[src/sv/pscr_pkg.sv]
// Package for the PI speed controller with setpoint ramp.
// Holds field widths, register indexes, reset values and shared structs.
// No dependencies.
package pscr_pkg;

    localparam int RPM_W    = 13;
    localparam int GAIN_W   = 16;
    localparam int DUTY_W   = 15;
    localparam int MODE_W   = 2;
    localparam int INTEG_W  = 24;
    localparam int CFG_IDX_W = 8;
    localparam int CFG_DAT_W = 16;

    localparam logic [DUTY_W-1:0] DUTY_FULL = 15'd25600;

    // Register indexes on the configuration port
    typedef enum logic [CFG_IDX_W-1:0] {
        CFG_RAMP_STEP  = 8'd0,
        CFG_PROP_GAIN  = 8'd1,
        CFG_INTEG_GAIN = 8'd2,
        CFG_MAX_DUTY   = 8'd3
    } t_cfg_idx;

    // Bridge modes
    typedef enum logic [MODE_W-1:0] {
        MODE_BRAKE    = 2'd0,
        MODE_FORWARD  = 2'd1,
        MODE_BACKWARD = 2'd2
    } t_mode;

    localparam logic [RPM_W-1:0]  RST_RAMP_STEP  = 13'd5;
    localparam logic [GAIN_W-1:0] RST_PROP_GAIN  = 16'd410;
    localparam logic [GAIN_W-1:0] RST_INTEG_GAIN = 16'd164;
    localparam logic [DUTY_W-1:0] RST_MAX_DUTY   = 15'd25600;

    // Configuration register set
    typedef struct packed {
        logic [RPM_W-1:0]  ramp_step;
        logic [GAIN_W-1:0] prop_gain;
        logic [GAIN_W-1:0] integ_gain;
        logic [DUTY_W-1:0] max_duty;
    } t_cfg;

    // One control tick
    typedef struct packed {
        logic                 disable_request;
        logic                 enable_request;
        logic                 pulse_timeout;
        logic [RPM_W-1:0]     measured_rpm;
        logic                 direction;
        logic [RPM_W-1:0]     target_rpm;
    } t_tick;

    // One result
    typedef struct packed {
        logic [RPM_W-1:0]  ramped_setpoint;
        logic              control_active;
        logic [MODE_W-1:0] drive_mode;
        logic [DUTY_W-1:0] duty;
    } t_result;

endpackage

[src/sv/pscr_cfg.sv]
// Configuration registers of the PI speed controller.
// Depends on pscr_pkg.
module pscr_cfg (
    input  logic                            i_clk,
    input  logic                            i_rst_n,
    input  logic                            i_cfg_valid,
    output logic                            o_cfg_ready,
    input  logic [pscr_pkg::CFG_IDX_W-1:0]  i_cfg_index,
    input  logic [pscr_pkg::CFG_DAT_W-1:0]  i_cfg_data,
    output pscr_pkg::t_cfg                  o_cfg
);

    pscr_pkg::t_cfg r_cfg;

    assign o_cfg_ready = 1'b1;
    assign o_cfg       = r_cfg;

    // Register write; unknown indexes are dropped
    always_ff @(posedge i_clk) begin
        if (!i_rst_n) begin
            r_cfg.ramp_step  <= pscr_pkg::RST_RAMP_STEP;
            r_cfg.prop_gain  <= pscr_pkg::RST_PROP_GAIN;
            r_cfg.integ_gain <= pscr_pkg::RST_INTEG_GAIN;
            r_cfg.max_duty   <= pscr_pkg::RST_MAX_DUTY;
        end else if (i_cfg_valid) begin
            unique case (i_cfg_index)
                pscr_pkg::CFG_RAMP_STEP:  r_cfg.ramp_step  <= i_cfg_data[pscr_pkg::RPM_W-1:0];
                pscr_pkg::CFG_PROP_GAIN:  r_cfg.prop_gain  <= i_cfg_data;
                pscr_pkg::CFG_INTEG_GAIN: r_cfg.integ_gain <= i_cfg_data;
                pscr_pkg::CFG_MAX_DUTY:   r_cfg.max_duty   <= i_cfg_data[pscr_pkg::DUTY_W-1:0];
                default: ;
            endcase
        end
    end

endmodule

[src/sv/pscr_core.sv]
// Control law of the PI speed controller: ramp, PI sum, clamp, integrator.
// Holds the controller state; depends on pscr_pkg.
module pscr_core (
    input  logic                i_clk,
    input  logic                i_rst_n,
    input  logic                i_adv,
    input  pscr_pkg::t_tick     i_tick,
    input  pscr_pkg::t_cfg      i_cfg,
    output pscr_pkg::t_result   o_result
);

    logic [pscr_pkg::RPM_W-1:0]    r_setpoint;
    logic signed [pscr_pkg::INTEG_W-1:0] r_integ;
    logic                          r_enabled;
    logic [pscr_pkg::MODE_W-1:0]   r_mode;

    logic [pscr_pkg::RPM_W-1:0]    n_setpoint;
    logic signed [pscr_pkg::INTEG_W-1:0] n_integ;
    logic                          n_enabled;
    logic [pscr_pkg::MODE_W-1:0]   n_mode;

    logic                          w_en;
    logic [pscr_pkg::RPM_W:0]      w_sp_sum;
    logic signed [pscr_pkg::RPM_W:0] w_err;
    logic signed [pscr_pkg::INTEG_W-1:0] w_integ_used;
    logic signed [pscr_pkg::INTEG_W-1:0] w_integ_add;
    logic signed [30:0]            w_p;
    logic signed [40:0]            w_i;
    logic signed [41:0]            w_s;
    logic signed [37:0]            w_d;
    logic [pscr_pkg::DUTY_W-1:0]   w_lim;
    logic [pscr_pkg::DUTY_W-1:0]   w_duty;
    logic signed [pscr_pkg::INTEG_W:0] w_acc;

    // Enable requests, then setpoint ramp (up by a step, down at once)
    always_comb begin
        w_en     = (r_enabled | i_tick.enable_request) & ~i_tick.disable_request;
        w_sp_sum = {1'b0, r_setpoint} + {1'b0, i_cfg.ramp_step};
        if (r_setpoint < i_tick.target_rpm) begin
            if (w_sp_sum > {1'b0, i_tick.target_rpm}) begin
                n_setpoint = i_tick.target_rpm;
            end else begin
                n_setpoint = w_sp_sum[pscr_pkg::RPM_W-1:0];
            end
        end else begin
            n_setpoint = i_tick.target_rpm;
        end
        w_err = $signed({1'b0, n_setpoint}) - $signed({1'b0, i_tick.measured_rpm});
        // integral is cleared while the setpoint differs from the command
        w_integ_used = (r_setpoint != i_tick.target_rpm) ? '0 : r_integ;
    end

    // PI sum: Q4.12 gains, duty unit 1/256 %, so floor of the sum over 16
    always_comb begin
        w_p   = w_err * $signed({1'b0, i_cfg.prop_gain});
        w_i   = w_integ_used * $signed({1'b0, i_cfg.integ_gain});
        w_s   = $signed({{11{w_p[30]}}, w_p}) + $signed({w_i[40], w_i});
        w_d   = w_s[41:4];
        w_lim = (i_cfg.max_duty > pscr_pkg::DUTY_FULL) ? pscr_pkg::DUTY_FULL
                                                       : i_cfg.max_duty;
    end

    // Duty clamp and bridge mode
    always_comb begin
        w_duty      = '0;
        n_mode      = r_mode;
        w_integ_add = w_integ_used;
        if (w_en) begin
            if (!w_d[37]) begin
                if (w_d[36:0] > {22'd0, w_lim}) begin
                    w_duty = w_lim;
                end else begin
                    w_duty = w_d[pscr_pkg::DUTY_W-1:0];
                end
                n_mode = i_tick.direction ? pscr_pkg::MODE_BACKWARD : pscr_pkg::MODE_FORWARD;
            end else begin
                n_mode = pscr_pkg::MODE_BRAKE;
            end
        end else begin
            w_integ_add = '0;
        end
    end

    // Saturating integrator and timeout shutdown
    always_comb begin
        w_acc = {w_integ_add[pscr_pkg::INTEG_W-1], w_integ_add}
              + {{(pscr_pkg::INTEG_W - pscr_pkg::RPM_W){w_err[pscr_pkg::RPM_W]}}, w_err};
        case (w_acc[pscr_pkg::INTEG_W:pscr_pkg::INTEG_W-1])
            2'b01:   n_integ = {1'b0, {(pscr_pkg::INTEG_W-1){1'b1}}};
            2'b10:   n_integ = {1'b1, {(pscr_pkg::INTEG_W-1){1'b0}}};
            default: n_integ = w_acc[pscr_pkg::INTEG_W-1:0];
        endcase
        n_enabled = w_en & ~(i_tick.pulse_timeout & (i_tick.target_rpm != '0));

        o_result.duty            = n_enabled ? w_duty : '0;
        o_result.drive_mode      = n_mode;
        o_result.control_active  = n_enabled;
        o_result.ramped_setpoint = n_setpoint;
    end

    // State update once per accepted tick
    always_ff @(posedge i_clk) begin
        if (!i_rst_n) begin
            r_setpoint <= '0;
            r_integ    <= '0;
            r_enabled  <= 1'b0;
            r_mode     <= pscr_pkg::MODE_BRAKE;
        end else if (i_adv) begin
            r_setpoint <= n_setpoint;
            r_integ    <= n_integ;
            r_enabled  <= n_enabled;
            r_mode     <= n_mode;
        end
    end

endmodule

[src/sv/pi_speed_controller_with_ramp_unit.sv]
// Top level of the PI speed controller with setpoint ramp.
// Instantiates pscr_cfg and pscr_core; depends on pscr_pkg.
//
// Each slave-side transaction is one control tick; it yields exactly one
// master-side transaction. A tick is registered on entry, evaluated against the
// controller state by combinational logic, and its result is held in an output
// register; a tick can be accepted every cycle while the output is taken. The rate
// is set by the combinational state update
// (ramp, two parallel multipliers, clamp, saturating integrator). The
// configuration port is always ready; write it only while no tick is in flight.
module pi_speed_controller_with_ramp_unit (
    input  logic        i_clk,
    input  logic        i_rst_n,
    // tdata: target_rpm[12:0], direction[13], measured_rpm[26:14],
    //        pulse_timeout[27], enable_request[28], disable_request[29], zero[31:30]
    input  logic        i_s_tvalid,
    output logic        o_s_tready,
    input  logic [31:0] i_s_tdata,
    // tdata: duty[14:0], drive_mode[16:15], control_active[17],
    //        ramped_setpoint[30:18], zero[31]
    output logic        o_m_tvalid,
    input  logic        i_m_tready,
    output logic [31:0] o_m_tdata,
    // configuration write channel
    input  logic        i_cfg_valid,
    output logic        o_cfg_ready,
    input  logic [pscr_pkg::CFG_IDX_W-1:0] i_cfg_index,
    input  logic [pscr_pkg::CFG_DAT_W-1:0] i_cfg_data
);

    pscr_pkg::t_cfg    w_cfg;
    pscr_pkg::t_tick   r_tick;
    pscr_pkg::t_result w_result;
    pscr_pkg::t_result r_result;
    logic              r_in_valid;
    logic              r_out_valid;
    logic              w_adv;

    pscr_cfg u_cfg (
        .i_clk       (i_clk),
        .i_rst_n     (i_rst_n),
        .i_cfg_valid (i_cfg_valid),
        .o_cfg_ready (o_cfg_ready),
        .i_cfg_index (i_cfg_index),
        .i_cfg_data  (i_cfg_data),
        .o_cfg       (w_cfg)
    );

    pscr_core u_core (
        .i_clk    (i_clk),
        .i_rst_n  (i_rst_n),
        .i_adv    (w_adv),
        .i_tick   (r_tick),
        .i_cfg    (w_cfg),
        .o_result (w_result)
    );

    // Handshake: the tick moves on when the output register is free or drains
    assign w_adv      = r_in_valid & (~r_out_valid | i_m_tready);
    assign o_s_tready = ~r_in_valid | w_adv;
    assign o_m_tvalid = r_out_valid;
    assign o_m_tdata  = {1'b0, r_result};

    // Input register
    always_ff @(posedge i_clk) begin
        if (!i_rst_n) begin
            r_in_valid <= 1'b0;
        end else if (o_s_tready) begin
            r_in_valid <= i_s_tvalid;
        end
    end

    always_ff @(posedge i_clk) begin
        if (o_s_tready && i_s_tvalid) begin
            r_tick <= i_s_tdata[29:0];
        end
    end

    // Result register
    always_ff @(posedge i_clk) begin
        if (!i_rst_n) begin
            r_out_valid <= 1'b0;
        end else if (w_adv) begin
            r_out_valid <= 1'b1;
        end else if (i_m_tready) begin
            r_out_valid <= 1'b0;
        end
    end

    always_ff @(posedge i_clk) begin
        if (w_adv) begin
            r_result <= w_result;
        end
    end

endmodule

[config.mk]
export PLATFORM = sky130hd
export DESIGN_NAME = pi_speed_controller_with_ramp_unit
export DESIGN_NICKNAME = d
export VERILOG_FILES = /design/src/sv/pscr_pkg.sv /design/src/sv/pscr_cfg.sv /design/src/sv/pscr_core.sv /design/src/sv/pi_speed_controller_with_ramp_unit.sv
export SDC_FILE = /design/constraint.sdc
export NUM_CORES = 2
export LEC_CHECK = 0
export BUFFER_PORTS_ARGS = -buffer_cell sky130_fd_sc_hd__buf_2
export CORE_AREA = 2 2 362 364
export DETAILED_ROUTE_END_ITERATION = 16
export DIE_AREA = 0 0 364 366
export PLACE_DENSITY_LB_ADDON = 0.15
export SYNTH_ARGS = -nofsm -noshare
export SYNTH_HDL_FRONTEND = slang
export SYNTH_SLANG_ARGS = --single-unit
[constraint.sdc]
create_clock -name i_clk -period 41 [get_ports i_clk]
set_input_delay 12.3 -clock i_clk [delete_from_list [all_inputs] [get_ports i_clk]]
set_output_delay 12.3 -clock i_clk [all_outputs]
set_load 0.005 [all_outputs]
==> load_flow_metrics.sql <==
INSERT INTO impl_metrics (metric_group, metric, value, unit) VALUES
('outcome', 'status', 'complete, no violations', ''),
('yosys', 'number_of_synthesized_flops_with_an_enable_pin', '61', ''),
('routing', 'route.detailed.vias_per_inst', '4.44', ''),
('place', 'numPortBuffers', '91', ''),
('grt', 'grt_start_max_net_pins', '107', ''),
('floorplanning', 'placement_rows', '132', ''),
('floorplanning', 'fp.dieArea', '133000', 'µm²'),
('finish', 'layout-area-overhead-vs-synth', '9.44', '%'),
('routing', 'vias', '23518', ''),
('finish', 'final_nets', '4515', ''),
('clocking', 'clock_insertion_delay_worst_skew', '0.51', 'ns'),
('floorplanning', 'ports', '96', ''),
('critical_path', 'critical_path_arrival', '12.81', 'ns'),
('routing', 'detail_route.wirelength', '101000', 'µm'),
('critical_path', 'critical_path_peak_fanout', '4', ''),
('clocking', 'htree_levels', '4', ''),
('timing', 'timing.fmax', '39.8', 'MHz'),
('critical_path', 'critical_path_class', 'input port to primary output', ''),
('routing', 'detailedRoute.firstIterationViolations', '1168', ''),
('yosys', 'yosys_warnings', '0', ''),
('yosys', 'yosys.area_share.xor_xnor', '1.72', '%'),
('timing', 'final_hold_viol_count', '0', ''),
('critical_path', 'cp-start-kind', 'input port', ''),
('routing', 'detail_route.first_pass.iterations', '5', ''),
('clocking', 'clock_sinks', '163', ''),
('yosys', 'yosys-mux-area-fraction', '2.42', '%'),
('yosys', 'synth_net_count', '4518', ''),
('yosys', 'synth_adder_area_share', '49.7', '%'),
('yosys', 'ffs_w_async_s_r_synth', '0', '%'),
('timing', 'finalClockSkew', '0.0264', 'ns'),
('timing', 'timing.final.setup_violations', '0', ''),
('grt', 'initial_antenna_violation_count', '3', ''),
('critical_path', 'slowest_cell_on_crit_path', 'sky130_fd_sc_hd__nor2b_1', ''),
('critical_path', 'biggest_cell_delay_along_the_critical_path', '0.19', 'ns'),
('finish', 'layout.core_utilization', '27.3', '%'),
('grt', 'grt_first_pass_wirelength', '160000', 'µm'),
('critical_path', 'cell_repeated_most_along_the_worst_path', 'sky130_fd_sc_hd__buf_2', ''),
('run', 'maxCapViolations', '0', ''),
('clocking', 'hold_fix_buffers_at_cts', '0', ''),
('critical_path', 'crit_path_end_kind', 'primary output', ''),
('routing', 'post-route-drc-count', '0', ''),
('critical_path', 'crit_path_cell_trace', 'buf_2 > nor2b_1 > nand2_1 > buf_2', ''),
('min_path', 'hp-class', 'register to register', ''),
('yosys', 'library_cell_with_the_highest_instance_count_after_synthesis', 'sky130_fd_sc_hd__inv_1', ''),
('grt', 'grt.overflow.total', '0', ''),
('yosys', 'seq_area_frac_synth', '12.0', '%'),
('timing', 'post-route-min-period', '25.11', 'ns'),
('critical_path', 'worst_ep_required_time', '28.70', 'ns'),
('timing', 'unrepaired_setup_endpoints_after_global_routing', 'false', ''),
('floorplanning', 'core_area', '129000', 'µm²'),
('yosys', 'synthesized_area_divided_by_synthesized_cell_count', '9.07', 'µm²'),
('clocking', 'tritoncts', 'built', ''),
('yosys', 'leading_register_cell_type_out_of_synthesis', 'sky130_fd_sc_hd__dfxtp_1', ''),
('floorplanning', 'initial_utilization', '24.9', '%'),
('grt', 'grt_pass1_vias', '25175', ''),
('yosys', 'yosys_top_cell_by_area', 'sky130_fd_sc_hd__fa_1', ''),
('yosys', 'ys_seq_elements', '163', ''),
('yosys', 'post_synth_instance_area', '32200', 'µm²'),
('yosys', 'main_combinational_cell_family_by_area_after_synthesis', 'adder cells', ''),
('place', 'placement.cell_area', '34600', 'µm²'),
('finish', 'area_of_all_placed_cells_without_fillers', '35200', 'µm²'),
('yosys', 'post-synth-top-area-fraction', '37.8', '%'),
('clocking', 'cts_made_buffers', '17', ''),
('clocking', 'cts.root.buffer_cell', 'sky130_fd_sc_hd__clkbuf_16', ''),
('clocking', 'ctsLongestPathBuffers', '2', ''),
('yosys', 'netlist_top_cells_count', 'sky130_fd_sc_hd__inv_1 (718), sky130_fd_sc_hd__fa_1 (607), sky130_fd_sc_hd__nand2_1 (467), sky130_fd_sc_hd__ha_1 (305), sky130_fd_sc_hd__and3_1 (190)', ''),
('grt', 'gr-usage-all-layers', '15.8', '%'),
('yosys', 'synthCells', '3545', ''),
('timing', 'max_slew.worst_pin.slew', '1.12', 'ns'),
('place', 'gp_routability_congestion', '0.806', ''),
('timing', 'pins_over_their_slew_limit', '0', '');
sequential cells by signal, indices dropped and copies added, names as in the netlist:
register           count
u_cfg.o_cfg           60
o_m_tdata             31
r_tick                30
u_core.r_integ        24
u_core.r_setpoint     13
u_core.r_mode          2
o_m_tvalid             1
r_in_valid             1
u_core.r_enabled       1
through the flow:
step                hold slack, ns  cells  setup WS [ns]
floorplan                    0.436   3545          16.13
global placement             0.459   5265          15.88
detailed placement           0.464   5265          15.88
CTS                          0.480   5297          15.88
global route                 0.499   5298          15.79
finish                       0.480   5302          15.89
final cells by class:
cell class / count / area (µm²)
Antenna cell: 5 / 12.5
Clock buffer: 19 / 433
Clock inverter: 13 / 121
Fill cell: 13969 / 93800
Inverter: 718 / 2700
Multi-Input combinational cell: 2502 / 25100
Sequential cell: 163 / 3880
Tap cell: 1742 / 2180
Timing Repair Buffer: 140 / 823
logic make-up after synthesis:
| group | count (synthesis) |
|---|---|
| and+or+nand+nor | 1079 |
| adders and majority gates | 912 |
| buffers and inverters | 880 |
| AOI/OAI and AO/OA | 370 |
| DFF | 163 |
| muxes | 76 |
| xor gates and xnor gates | 63 |
| other | 2 |
worst max-delay path, delay by kind of cell:
| kind | cells | cell delay [ns] |
|---|---|---|
| and+or+nand+nor | 2 | 0.28 |
| buffers and inverters | 2 | 0.22 |
layer usage:
layer / GRT usage [%] / wire, µm
met2: 25.1 / 46100
met5: 0 / 0
met1: 23.4 / 51300
met3: 1.28 / 2520
met4: 2.76 / 1250
placed cells by master (no fill, tap or decap), types with 5 or more instances in the layout:
master	instances
sky130_fd_sc_hd__a31oi_1	10
sky130_fd_sc_hd__buf_2	91
sky130_fd_sc_hd__o211ai_1	11
sky130_fd_sc_hd__and2_1	96
sky130_fd_sc_hd__buf_4	49
sky130_fd_sc_hd__dfxtp_1	99
sky130_fd_sc_hd__o21a_1	10
sky130_fd_sc_hd__and3_1	190
sky130_fd_sc_hd__nand4_1	22
sky130_fd_sc_hd__edfxtp_1	61
sky130_fd_sc_hd__o21bai_1	7
sky130_fd_sc_hd__o31ai_1	6
sky130_fd_sc_hd__xor2_1	15
sky130_fd_sc_hd__ha_1	305
sky130_fd_sc_hd__nand3_1	38
sky130_fd_sc_hd__diode_2	5
sky130_fd_sc_hd__o21ba_2	9
sky130_fd_sc_hd__a21boi_0	11
sky130_fd_sc_hd__o31a_1	5
sky130_fd_sc_hd__xnor2_1	42
sky130_fd_sc_hd__clkbuf_16	17
sky130_fd_sc_hd__a211o_1	5
sky130_fd_sc_hd__nand2b_1	15
sky130_fd_sc_hd__nor2_1	121
sky130_fd_sc_hd__or3_1	9
sky130_fd_sc_hd__mux2i_1	65
sky130_fd_sc_hd__mux2_2	10
sky130_fd_sc_hd__nor3_1	13
sky130_fd_sc_hd__a21oi_1	115
sky130_fd_sc_hd__nor2b_1	58
sky130_fd_sc_hd__fa_1	607
sky130_fd_sc_hd__o21ai_0	83
sky130_fd_sc_hd__a211oi_1	15
sky130_fd_sc_hd__a21o_1	38
sky130_fd_sc_hd__nor4_1	9
sky130_fd_sc_hd__inv_1	716
sky130_fd_sc_hd__or2_2	18
sky130_fd_sc_hd__nand2_1	467
sky130_fd_sc_hd__xnor2_2	6
path summary, 6_finish.rpt:
path	slack, ns	from	cells after the start	endpoint
setup reg to reg	23.59	u_cfg.o_cfg[47]	61	o_m_tdata[8]
hold reg to reg	0.48	u_core.r_mode[0]	2	u_core.r_mode[0]
setup / recovery	15.89	i_m_tready	4	o_s_tready
hold / removal	0.48	u_core.r_mode[0]	2	u_core.r_mode[0]
Power is not shown: default switching activity piles up to over one toggle a cycle in this logic, so the estimate is an artifact.
